## src/mbrc_pkg.sv

```systemverilog
// Shared types, codes and helpers of the Modbus RTU response checker.
// Used by every module of the block; depends on nothing else.

package mbrc_pkg;

	// Largest buffer the design supports and the default buffer size.
	localparam int MAX_REG_LIMIT   = 64;
	localparam int MAX_REGISTERS_D = 32;

	// Width of a register count carried in a job (holds up to MAX_REG_LIMIT).
	localparam int CNT_W = 7;

	// Width of a value buffer address carried between front and back.
	localparam int MEM_ADDR_W = 6;

	// Depth of the job queue between front and back.
	localparam int QUEUE_DEPTH = 2;

	// Configuration register indexes.
	localparam int CFG_IDX_W = 3;
	localparam logic [CFG_IDX_W-1:0] REG_EXPECTED_SLAVE   = 3'd0;
	localparam logic [CFG_IDX_W-1:0] REG_REQUEST_FUNCTION = 3'd1;
	localparam logic [CFG_IDX_W-1:0] REG_START_REGISTER   = 3'd2;
	localparam logic [CFG_IDX_W-1:0] REG_REQUEST_COUNT    = 3'd3;
	localparam logic [CFG_IDX_W-1:0] REG_WRITTEN_VALUE    = 3'd4;

	// Modbus function codes handled by the checker.
	localparam logic [7:0] FN_READ_HOLDING = 8'd3;
	localparam logic [7:0] FN_WRITE_SINGLE = 8'd6;
	localparam logic [7:0] FN_WRITE_MULTI  = 8'd16;

	// Modbus CRC-16, reflected form.
	localparam logic [15:0] CRC_POLY = 16'hA001;
	localparam logic [15:0] CRC_INIT = 16'hFFFF;

	// Result status codes.
	typedef enum logic [2:0] {
		ST_OK          = 3'd0,
		ST_MISMATCH    = 3'd1,
		ST_CRC         = 3'd2,
		ST_UNSUPPORTED = 3'd3,
		ST_TOO_MANY    = 3'd4
	} status_t;

	// Back end sequencer states.
	typedef enum logic [1:0] {
		BK_IDLE,
		BK_SINGLE,
		BK_READ,
		BK_BURST
	} back_state_t;

	// Request held in the configuration registers.
	typedef struct packed {
		logic [7:0]  expected_slave;
		logic [7:0]  request_function;
		logic [15:0] start_register;
		logic [15:0] request_count;
		logic [15:0] written_value;
	} cfg_t;

	// One job handed from front to back. A burst job reads count values from the
	// buffer, numbering them from reg_number; any other job gives one result.
	typedef struct packed {
		status_t          status;
		logic [7:0]       slave;
		logic [15:0]      reg_number;
		logic [15:0]      reg_value;
		logic             burst;
		logic [CNT_W-1:0] count;
	} job_t;

	// Write into the value buffer.
	typedef struct packed {
		logic                  en;
		logic [MEM_ADDR_W-1:0] addr;
		logic [15:0]           data;
	} mem_wr_t;

	// Fold one byte into the running CRC, one bit per step.
	function automatic logic [15:0] crc_add(input logic [15:0] crc, input logic [7:0] b);
		logic [15:0] c;
		c = crc ^ {8'h00, b};
		for (int k = 0; k < 8; k++) begin
			c = c[0] ? ((c >> 1) ^ CRC_POLY) : (c >> 1);
		end
		return c;
	endfunction

endpackage

```

## src/mbrc_front.sv

```systemverilog
// Front end: takes response bytes, tracks the frame, runs the CRC, fills the
// value buffer and queues one job per frame. Depends on mbrc_pkg.

module mbrc_front #(
	parameter int MAX_REGISTERS = mbrc_pkg::MAX_REGISTERS_D
) (
	input  logic              clk,
	input  logic              arst_n,
	input  mbrc_pkg::cfg_t    cfg,
	input  logic              in_valid,
	output logic              in_ready,
	input  logic [7:0]        in_byte,
	input  logic              in_start,
	input  logic              queue_full,
	output logic              push,
	output mbrc_pkg::job_t    push_job,
	output mbrc_pkg::mem_wr_t mem_wr,
	input  logic              burst_done
);

	logic [7:0]  pos_q,   pos_d;
	logic [15:0] crc_q,   crc_d;
	logic [7:0]  slave_q, slave_d;
	logic [7:0]  func_q,  func_d;
	logic [7:0]  bc_q,    bc_d;
	logic [15:0] fa_q,    fa_d;
	logic [15:0] fb_q,    fb_d;
	logic [7:0]  rcrc_lo_q, rcrc_lo_d;
	logic [7:0]  hi_q,    hi_d;
	logic        skip_q,  skip_d;
	logic        burst_q;

	logic           accept;
	logic [7:0]     p;
	logic [15:0]    crc_c;
	logic           skip_c;
	logic [15:0]    crc_next;
	logic           is_read;
	logic [7:0]     bc_c;
	logic [8:0]     len_m2;
	logic [7:0]     off;
	mbrc_pkg::job_t fin_job;
	mbrc_pkg::job_t one_job;

	assign is_read = (func_q == mbrc_pkg::FN_READ_HOLDING);

	// A burst still draining owns the buffer: hold off the data bytes of a read.
	assign in_ready = !queue_full && !(burst_q && is_read && !skip_q && (pos_q >= 8'd2));
	assign accept   = in_valid && in_ready;

	// A frame start restarts the parse before the byte is looked at.
	assign p        = in_start ? 8'd0 : pos_q;
	assign crc_c    = in_start ? mbrc_pkg::CRC_INIT : crc_q;
	assign skip_c   = in_start ? 1'b0 : skip_q;
	assign crc_next = mbrc_pkg::crc_add(crc_c, in_byte);

	assign bc_c   = (is_read && (p == 8'd2)) ? in_byte : bc_q;
	assign len_m2 = is_read ? (9'd3 + {1'b0, bc_c}) : 9'd6;
	assign off    = p - 8'd3;

	// Outcome of a complete frame, checked on its final CRC byte.
	always_comb begin
		logic id_ok;
		id_ok = (slave_q == cfg.expected_slave) && (func_q == cfg.request_function);
		fin_job            = '0;
		fin_job.slave      = slave_q;
		fin_job.status     = mbrc_pkg::ST_MISMATCH;
		if (crc_c != {in_byte, rcrc_lo_q}) begin
			fin_job.status = mbrc_pkg::ST_CRC;
		end else if (is_read) begin
			if (id_ok && ({cfg.request_count, 1'b0} == {9'd0, bc_q})) begin
				fin_job.status = mbrc_pkg::ST_OK;
				if (bc_q[7:1] != 7'd0) begin
					fin_job.burst      = 1'b1;
					fin_job.count      = mbrc_pkg::CNT_W'(bc_q[7:1]);
					fin_job.reg_number = cfg.start_register;
				end
			end
		end else if (func_q == mbrc_pkg::FN_WRITE_SINGLE) begin
			if (id_ok && (fa_q == cfg.start_register) && (fb_q == cfg.written_value)) begin
				fin_job.status     = mbrc_pkg::ST_OK;
				fin_job.reg_number = fa_q;
				fin_job.reg_value  = fb_q;
			end
		end else begin
			if (id_ok && (fa_q == cfg.start_register) && (fb_q == cfg.request_count)) begin
				fin_job.status = mbrc_pkg::ST_OK;
			end
		end
	end

	// Byte parser: next register values, job push and buffer writes.
	always_comb begin
		pos_d     = pos_q;
		crc_d     = crc_q;
		slave_d   = slave_q;
		func_d    = func_q;
		bc_d      = bc_q;
		fa_d      = fa_q;
		fb_d      = fb_q;
		rcrc_lo_d = rcrc_lo_q;
		hi_d      = hi_q;
		skip_d    = skip_q;
		push      = 1'b0;
		push_job  = '0;
		one_job   = '0;
		mem_wr    = '0;
		one_job.slave = slave_q;
		if (accept) begin
			pos_d  = p;
			crc_d  = crc_c;
			skip_d = skip_c;
			if (!skip_c) begin
				if (p == 8'd0) begin
					slave_d = in_byte;
					crc_d   = crc_next;
					pos_d   = 8'd1;
				end else if (p == 8'd1) begin
					func_d = in_byte;
					crc_d  = crc_next;
					if (in_byte inside {mbrc_pkg::FN_READ_HOLDING, mbrc_pkg::FN_WRITE_SINGLE,
							mbrc_pkg::FN_WRITE_MULTI}) begin
						pos_d = 8'd2;
					end else begin
						skip_d         = 1'b1;
						push           = 1'b1;
						push_job       = one_job;
						push_job.status = mbrc_pkg::ST_UNSUPPORTED;
					end
				end else if (is_read && (p == 8'd2) &&
						({1'b0, in_byte[7:1]} > 8'(MAX_REGISTERS))) begin
					bc_d            = in_byte;
					skip_d          = 1'b1;
					push            = 1'b1;
					push_job        = one_job;
					push_job.status = mbrc_pkg::ST_TOO_MANY;
				end else begin
					bc_d  = bc_c;
					pos_d = p + 8'd1;
					if ({1'b0, p} < len_m2) begin
						crc_d = crc_next;
						if (is_read) begin
							if (p >= 8'd3) begin
								if (!off[0]) begin
									hi_d = in_byte;
								end else if ({1'b0, off[7:1]} < 8'(MAX_REGISTERS)) begin
									mem_wr.en   = 1'b1;
									mem_wr.addr = off[mbrc_pkg::MEM_ADDR_W:1];
									mem_wr.data = {hi_q, in_byte};
								end
							end
						end else begin
							case (p)
								8'd2:    fa_d = {in_byte, 8'h00};
								8'd3:    fa_d = {fa_q[15:8], in_byte};
								8'd4:    fb_d = {in_byte, 8'h00};
								default: fb_d = {fb_q[15:8], in_byte};
							endcase
						end
					end else if ({1'b0, p} == len_m2) begin
						rcrc_lo_d = in_byte;
					end else begin
						skip_d   = 1'b1;
						push     = 1'b1;
						push_job = fin_job;
					end
				end
			end
		end
	end

	// Parse state.
	always_ff @(posedge clk or negedge arst_n) begin
		if (!arst_n) begin
			pos_q     <= '0;
			crc_q     <= mbrc_pkg::CRC_INIT;
			slave_q   <= '0;
			func_q    <= '0;
			bc_q      <= '0;
			fa_q      <= '0;
			fb_q      <= '0;
			rcrc_lo_q <= '0;
			skip_q    <= 1'b0;
			burst_q   <= 1'b0;
		end else begin
			pos_q     <= pos_d;
			crc_q     <= crc_d;
			slave_q   <= slave_d;
			func_q    <= func_d;
			bc_q      <= bc_d;
			fa_q      <= fa_d;
			fb_q      <= fb_d;
			rcrc_lo_q <= rcrc_lo_d;
			skip_q    <= skip_d;
			if (push && push_job.burst) begin
				burst_q <= 1'b1;
			end else if (burst_done) begin
				burst_q <= 1'b0;
			end
		end
	end

	// High byte of the register value being assembled.
	always_ff @(posedge clk) begin
		hi_q <= hi_d;
	end

endmodule

```

## config.mk

```make
export PLATFORM = sky130hd
export DESIGN_NAME = mbrc_front
export DESIGN_NICKNAME = d
export VERILOG_FILES = /design/src/mbrc_pkg.sv /design/src/mbrc_front.sv
export SDC_FILE = /design/constraint.sdc
export NUM_CORES = 1
export LEC_CHECK = 0
export ABC_AREA = 1
export BUFFER_PORTS_ARGS = -buffer_cell sky130_fd_sc_hd__clkbuf_2
export CAP_MARGIN = 40
export CORE_MARGIN = 3
export CORE_UTILIZATION = 51
export DETAILED_ROUTE_END_ITERATION = 10
export PLACE_DENSITY = 0.81
export REMOVE_ABC_BUFFERS = 1
export SLEW_MARGIN = 30
export SYNTH_ARGS = -nofsm -noshare
export SYNTH_HDL_FRONTEND = slang
export SYNTH_SLANG_ARGS = --single-unit
```

## constraint.sdc

```tcl
create_clock -name clk -period 3.9 [get_ports clk]
set_input_delay 0.195 -clock clk [delete_from_list [all_inputs] [get_ports clk]]
set_output_delay 0.195 -clock clk [all_outputs]
set_load 0.02 [all_outputs]
```

After elaboration in Yosys (flattened, before gate mapping):

Index checks and enable logic that the tools add are counted.

* output and inout port bits: 76
* bits in latches: 0
* memory bits (read-only): 0
* bits in writable memories: 0
* register bits: 98
* memories: 0

* divide/modulo/power cells: 0
* shift operators: 0
* muxes and demuxes: 71
* bitwise logic cells: 18
* multiply operators: 0
* eq/ne operators: 17
* add/sub/neg operators: 3
* magnitude comparators: 5
* reduce and logical (&&, ||, !) cells: 31

Operator list (count)
* $mux 51: 7
* $mux 16: 18
* $mux 23: 10
* $mux 8: 11
* $mux 32: 2
* $pmux 16 s2: 2
* $mux 50: 1
* $eq 16x16->1: 3
* $mux 40: 1
* $eq 8x2->1 const B: 4
* $reduce_and 9->1: 3
* $eq 8x3->1 const B: 3
* $not 2->3: 8
* $eq 17x8->1: 1
* $eq 8x8->1: 2
* $ge 8x2->1 const B: 2
* $ne 16x16->1: 1
* $reduce_and 8->1: 2
* $xor 16x8->16: 1
* $mux 1: 15
* $logic_and 1x1->1: 13
* $add 2x8->9 const A: 1
* $eq 8x9->1: 1
* $lt 8x9->1: 1
* other kinds (18): 32

Logic depth before layout (Yosys ltp):

Gate-level depths: netlist (run 1).

* depth after elaboration: 23
* depth in mapped cells: 34
* gate-level depth less buffers: 31

Least setup slack after synthesis (run 1):

OpenSTA, ideal clock, no wires.

* kind: reg2out
* start point: reg pos_q[1]
* end point: out push_job[40] (netlist name)
* setup slack: -0.549 ns
* stages on the path, launching flop included: 30
* arrival: 4.254 ns
* data required time: 3.705 ns
* path through: dfrtp_1 inv_1 nor2_1 ha_1 inv_1 nor2_1 nand3_2 buf_6 o21ai_0 inv_1 ha_1 inv_1 nand3_2 nor2_4 o21ai_0 ha_1 nand2_1 nor2_1 inv_1 or2_2 a21oi_1 nor2_1 o21bai_1 nand2_2 inv_2 nand2_2 buf_6 a21oi_2 inv_2 nor2_1

RTL lines
* start, declared: RTL line mbrc_front.sv:21 `logic [7:0] pos_q, pos_d;`
* start signal, assigned: RTL line mbrc_front.sv:186 `pos_q <= pos_d;`
* end, declared: RTL line mbrc_front.sv:16 `output mbrc_pkg::job_t push_job,`

==> flow_summary.ini, run 1 <==
[worst_setup_path]
crit_end = push_job[25]
crit_buf_inv = 9
cp.depth = 30
crit_path_start_kind = flip-flop
crit_top_cell = inv_2
crit_path_end_kind = output port
regToRegEndpoint = crc_q[3]$_DFFE_PN1P_
arrival_ns = 4.39
crit_family = simple AND/OR/NAND/NOR gates
critPathKind = flip-flop to output port
reg2reg_from = pos_q[0]$_DFFE_PN0P_
cp_slowest_stage_delay_ns = 0.42
crit_start = pos_q[0]$_DFFE_PN0P_
slowest_stage = dfrtp_1
regToRegSetupSlack_ns = -0.25
reg2reg_depth = 32
cp_max_fo = 7
required_ns = 3.70

[run]
cap_violations = 0

[run_status]
status = complete, but fails checks
violations = hold timing, setup timing

[placed_design]
io_buffers = 152
dpl.hpwl_um = 18700
place_ws_ns = -0.314
placedCellCount = 1465
finalWeightedCongestion = 0.934

[grt]
grt_pass1_wl_um = 42200
grt_use_total_pct = 33.0
grt_overflow = 0
grt_start_max_net_pins = 68
grt_pass1_vias = 8213
antenna_found_initial = 0

[final_layout]
final_common_cell = nand2_1
fin_nets = 1441
syn2layout_area_growth_pct = 42.3
fin_cells = 1534
ff_latch_area_um2 = 2510
diodes = 0
multi_input_area_um2 = 4860
final_layout_size_suffix_gt1_share_pct = 35.2
layout_common_cells = 250 x nand2_1, 122 x inv_1, 118 x buf_4
nFillCells = 952

[floorplan]
die-height_um = 127
chipWidth_um = 127
ios = 154
initial_core_util_pct = 53.2
rows = 43
core-area_um2 = 14100
die_area_um2 = 16300

[synthesis]
synth_top_area_share_pct = 24.6
yosysSeqAreaShare_pct = 33.4
avgSynthCellArea_um2 = 6.86
ys_types = 50
synth_area_um2 = 7530
synth_area_leaders = dfrtp_1 25%, nand2_1 14%, inv_1 6.5%, nor2_1 6.3%, dfstp_2 5.6%
ys_ff_latch = 98
yosys_warnings = 0
postSynthCellCount = 1097
yosysTopAreaCell = dfrtp_1

[route]
drt-total-wl_um = 30300
vias = 9032
viasPerCell = 5.89
antenna_left = 0
drtIter0Drc = 1113
dr.pass1.iters = 8
drc = 0
wl_per_cell_um = 19.8

[sta]
relSlewSlack_pct = 26.0
fin_tns_setup_ns = -47.56
worst_pin_slew_ns = 1.10
fin_skew_ns = 0.0178
worst_slack_ns = -0.682
slew_viol_final = 0
fin_crit_sh_pct = 117
fin_crit_ns = 4.58
grt_setup_unrepaired = yes
setup_violations = 121
fmax_mhz = 218
hold_viol_final = 1
worst_hold_slack_ns = -0.00396

[clock_tree]
clockRootBuffer = clkbuf_16
cts_made_buffers = 9
cts_buffer_depth = 2
cts_tree = built
clk_latency_ns = 0.37
htree_levels = 3
clock_sinks = 98
path_clk_slew_ns = 0.07

[power]
p_clk_share_pct = 20.0
p_comb_share_pct = 45.3
ir_drop_uv = 363
leakagePower_nw = 5.22
p_per_area_nw_per_um2 = 413
netSwitchingPower_w = 0.00184
swShare_pct = 41.7
intPower_w = 0.00258
pwr-share-seq_pct = 34.8

[hold_path]
worstHoldPathType = primary input to flip-flop
[synthesized netlist by cell type, drive strengths merged]
master,n
nand2,301
inv,138
nor2,136
o21ai,91
nand3,84
dfrtp,74
xnor2,43
xor2,32
nand4,24
buf,22
nor3,22
or2,19
a21oi,18
clkbuf,16
dfstp,16
ha,14
o31ai,9
edfxtp,8
nor4,7
clkinv,4
o22ai,4
o2111ai,3
o211ai,3
a2111oi,1
a21boi,1
a21o,1
a22o,1
a31o,1
conb,1
o21a,1
o21bai,1
o221ai,1
[worst min-delay path by stage]
| stage | slack [ns] | depth (start not counted) | endpoint | start |
|---|---|---|---|---|
| 2_1_floorplan | -0.10 | 0 | async pin | arst_n |
| 3_3_place_gp | 0.34 | 1 | fa_q[10]$_DFFE_PN0P_ | arst_n |
| 3_5_place_dp | 0.34 | 1 | fa_q[10]$_DFFE_PN0P_ | arst_n |
| 4_1_cts | 0.01 | 2 | burst_q$_DFFE_PN0P_ | burst_done |
| 5_1_grt | 0.002 | 2 | burst_q$_DFFE_PN0P_ | burst_done |
| 6_report | -0.004 | 2 | burst_q$_DFFE_PN0P_ | burst_done |
[through the flow]
stage               area (um^2)  total power, W  utilization, %
floorplan                  7310         0.00255               -
global placement           8910         0.00307            63.0
detailed placement         8910         0.00312            63.0
CTS                        9910         0.00412            70.0
global route              10700         0.00466            75.7
finish                    10700         0.00442            75.7
[state kept, by name, indices dropped and copies added (netlist names), 2 cells and up, named ones only]
name	cells
slave_q	8
fb_q	16
crc_q	16
hi_q	8
fa_q	16
pos_q	8
rcrc_lo_q	8
bc_q	2
func_q	8
[power by group through the flow]
stage / logic, W / registers (W) / clock network (W)
2_1_floorplan: 0.00106 / 0.00149 / 0
4_1_cts: 0.00173 / 0.00152 / 0.000878
5_1_grt: 0.00217 / 0.00156 / 0.000921
6_report: 0.00200 / 0.00154 / 0.000883
3_5_place_dp: 0.00159 / 0.00154 / 0
3_3_place_gp: 0.00155 / 0.00152 / 0
[metal layers]
| layer | GRT usage, % | up-vias | wire, um |
|---|---|---|---|
| met5 | 0 | - | 0 |
| met2 | 54.5 | 658 | 14400 |
| met4 | 17.3 | 0 | 1960 |
| li1 | - | 4012 | - |
| met1 | 41.9 | 4175 | 10500 |
| met3 | 4.89 | 187 | 3430 |
[cell families after synthesis]
family / synth area share (%)
adders and majority gates: 2.33
and+or+nand+nor: 35.3
xor gates and xnor gates: 8.73
other: 0.0498
DFF: 33.4
AOI/OAI and AO/OA: 10.3
buffers and inverters: 9.99
[cell type report]
type	count	share of cell area, %
inverter	142	5.23
timing repair inverter	1	0.0584
clock buffer	10	2.14
timing repair buffer	275	21.1
multi-input combinational	822	45.4
tap	180	2.10
clock inverter	6	0.491
sequential	98	23.5
[timing repair]
| action | in CTS | in global routing |
|---|---|---|
| pin swaps | 29 | 43 |
| gates cloned | 5 | 5 |
| hold endpoints to repair | 63 | 0 |
| setup buffers | 25 | 23 |
| hold buffers | 1 | 0 |
| setup endpoints to repair | 99 | 157 |
| resized for setup | 130 | 207 |
Note: power is estimated with default switching activity, not from simulation.
==> run 2, diff against run 1 <==
--- a/config.mk
+++ b/config.mk
@@ -8,8 +8,10 @@
 export ABC_AREA = 1
 export BUFFER_PORTS_ARGS = -buffer_cell sky130_fd_sc_hd__clkbuf_2
 export CAP_MARGIN = 40
+export CELL_PAD_IN_SITES_DETAIL_PLACEMENT = 0
+export CELL_PAD_IN_SITES_GLOBAL_PLACEMENT = 2
 export CORE_MARGIN = 3
-export CORE_UTILIZATION = 51
+export CORE_UTILIZATION = 28
 export DETAILED_ROUTE_END_ITERATION = 10
 export PLACE_DENSITY = 0.81
 export REMOVE_ABC_BUFFERS = 1
@@ -17,3 +19,4 @@
 export SYNTH_ARGS = -nofsm -noshare
 export SYNTH_HDL_FRONTEND = slang
 export SYNTH_SLANG_ARGS = --single-unit
+export TNS_END_PERCENT = 1
==> constraint.sdc (replaced) <==
create_clock -name clk -period 3.9 [get_ports clk]
set_input_delay 0.195 -clock clk [delete_from_list [all_inputs] [get_ports clk]]
set_output_delay 0.195 -clock clk [all_outputs]
set_load 0.05 [all_outputs]
==> run 2 against run 1 <==
Against the previous run:
- the run ends with setup timing left
- setup slack improved by 0.15 ns
- via count shrank 12%
- clock power up 5.4%
- first-iteration DRC count is 53% lower
- clock skew fell by 0.0032 ns
- final area up 2.6%
- critical path type unchanged
==> flow_summary.ini, run 2 (synthesized netlist as in run 1, its figures left out) <==
[final_layout]
final_core_util_pct = 41.9
fin_cells = 1688
ff_latch_area_um2 = 2510
nFillCells = 2694
fin_nets = 1440
multi_input_area_um2 = 4420
layout_common_cells = 282 x nand2_1, 128 x inv_1, 117 x buf_4
reg_top3 = crc_q: 16 flops, fa_q: 16 flops, fb_q: 16 flops
syn2layout_area_growth_pct = 45.9
final_common_cell = nand2_1
diodes = 0
final_layout_size_suffix_gt1_share_pct = 30.6

[route]
dr.pass1.iters = 5
drt-total-wl_um = 28500
vias = 7968
drtIter0Drc = 523
antenna_left = 0
viasPerCell = 4.72
wl_per_cell_um = 16.9
drc = 0

[clock_tree]
clock_sinks = 98
path_clk_slew_ns = 0.08
cts_buffer_depth = 2
clockRootBuffer = clkbuf_16
cts_made_buffers = 9
clk_latency_ns = 0.37
cts_tree = built
htree_levels = 3

[placed_design]
place_ws_ns = -0.423
dpl.hpwl_um = 22100
finalWeightedCongestion = 0.901
io_buffers = 152
placedCellCount = 1649

[worst_setup_path]
crit_family = buffers and inverters
cp_max_fo = 4
crit_path_start_kind = flip-flop
crit_path_end_kind = output port
arrival_ns = 4.24
required_ns = 3.70
critPathKind = flip-flop to output port
crit_buf_inv = 17
cp_slowest_stage_delay_ns = 0.35
crit_top_cell = buf_4
slowest_stage = dfrtp_1

[run]
cap_violations = 0

[sta]
relSlewSlack_pct = 50.1
fmax_mhz = 225
fin_skew_ns = 0.0146
fin_crit_sh_pct = 114
grt_setup_unrepaired = yes
worst_slack_ns = -0.536
worst_pin_slew_ns = 0.730
hold_viol_final = 0
setup_violations = 112
fin_crit_ns = 4.44
worst_hold_slack_ns = 0.00565
slew_viol_final = 0

[grt]
grt_overflow = 0
grt_start_max_net_pins = 37
grt_pass1_wl_um = 44400
grt_pass1_vias = 7754
antenna_found_initial = 0
grt_use_total_pct = 19.8

[floorplan]
die-height_um = 170
rows = 59
initial_core_util_pct = 28.7
chipWidth_um = 170
core-area_um2 = 26200
die_area_um2 = 28900
ios = 154

[run_status]
status = complete, but fails checks
violations = setup timing

[hold_path]
worstHoldPathType = primary input to flip-flop

[power]
ir_drop_uv = 209
total_power_w = 0.00425
leakagePower_nw = 5.21
p_per_area_nw_per_um2 = 387
run 2: metrics by stage:
stage	setup TNS (ns)	instance area, um^2
6_report	-34.18	11000
5_1_grt	-64.26	11000
2_1_floorplan	-74.19	7310
3_3_place_gp	-22.29	10200
4_1_cts	-27.91	10900
3_5_place_dp	-32.10	10200
run 2: path summary, 6_finish.rpt:
path                                 startpoint                   end  slack, ns  cells past startpoint
max                        pos_q[0]$_DFFE_PN0P_          push_job[15]      -0.54                     27
min                                  burst_done   burst_q$_DFFE_PN0P_      0.006                      2
max reg2reg                pos_q[0]$_DFFE_PN0P_     hi_q[7]$_DFFE_PP_      -0.29                     26
min reg2reg                crc_q[5]$_DFFE_PN1P_  crc_q[5]$_DFFE_PN1P_       0.47                      2
max in group asynchronous                arst_n   bc_q[1]$_DFFE_PN0P_       2.65                      3
min in group asynchronous                arst_n  pos_q[6]$_DFFE_PN0P_       0.35                      2
run 2: final cells by class:
type	instances	share of cell area [%]
Clock buffer	9	2.05
Tap cell	335	3.82
Inverter	142	4.94
Multi-Input combinational cell	819	40.3
Sequential cell	98	22.9
Timing Repair Buffer	278	25.3
Clock inverter	7	0.740
run 2: worst register-to-register path: cells and delay by family (launching register included):
| family | cells | cell delay [ns] |
|---|---|---|
| fa+ha+maj | 1 | 0.20 |
| buf+inv | 19 | 2.54 |
| flops | 1 | 0.35 |
| simple gates | 6 | 0.81 |
run 2: report_power, final:
part	leakage (nW)	total (W)	internal [W]	switching, W
sequential	1.23	0.00152	0.00133	0.000192
combinational	3.83	0.00180	0.000755	0.00104
clock	0.150	0.000931	0.000460	0.000471
total	5.21	0.00425	0.00254	0.00171
run 2: repair_timing:
| action | in CTS | in global routing |
|---|---|---|
| pin swaps | 26 | 17 |
| endpoints found under the setup margin | 113 | 145 |
| resized for setup | 92 | 12 |
| hold buffers | 1 | 0 |
| setup buffers | 15 | 7 |
| hold endpoints to repair | 28 | 0 |
run 2: metal layers:
| metal | track usage [%] | routed length [um] |
|---|---|---|
| met2 | 33.4 | 13400 |
| met1 | 27.3 | 13300 |
| met3 | 2.00 | 1180 |
| met4 | 4.97 | 587 |
| met5 | 0 | 0 |
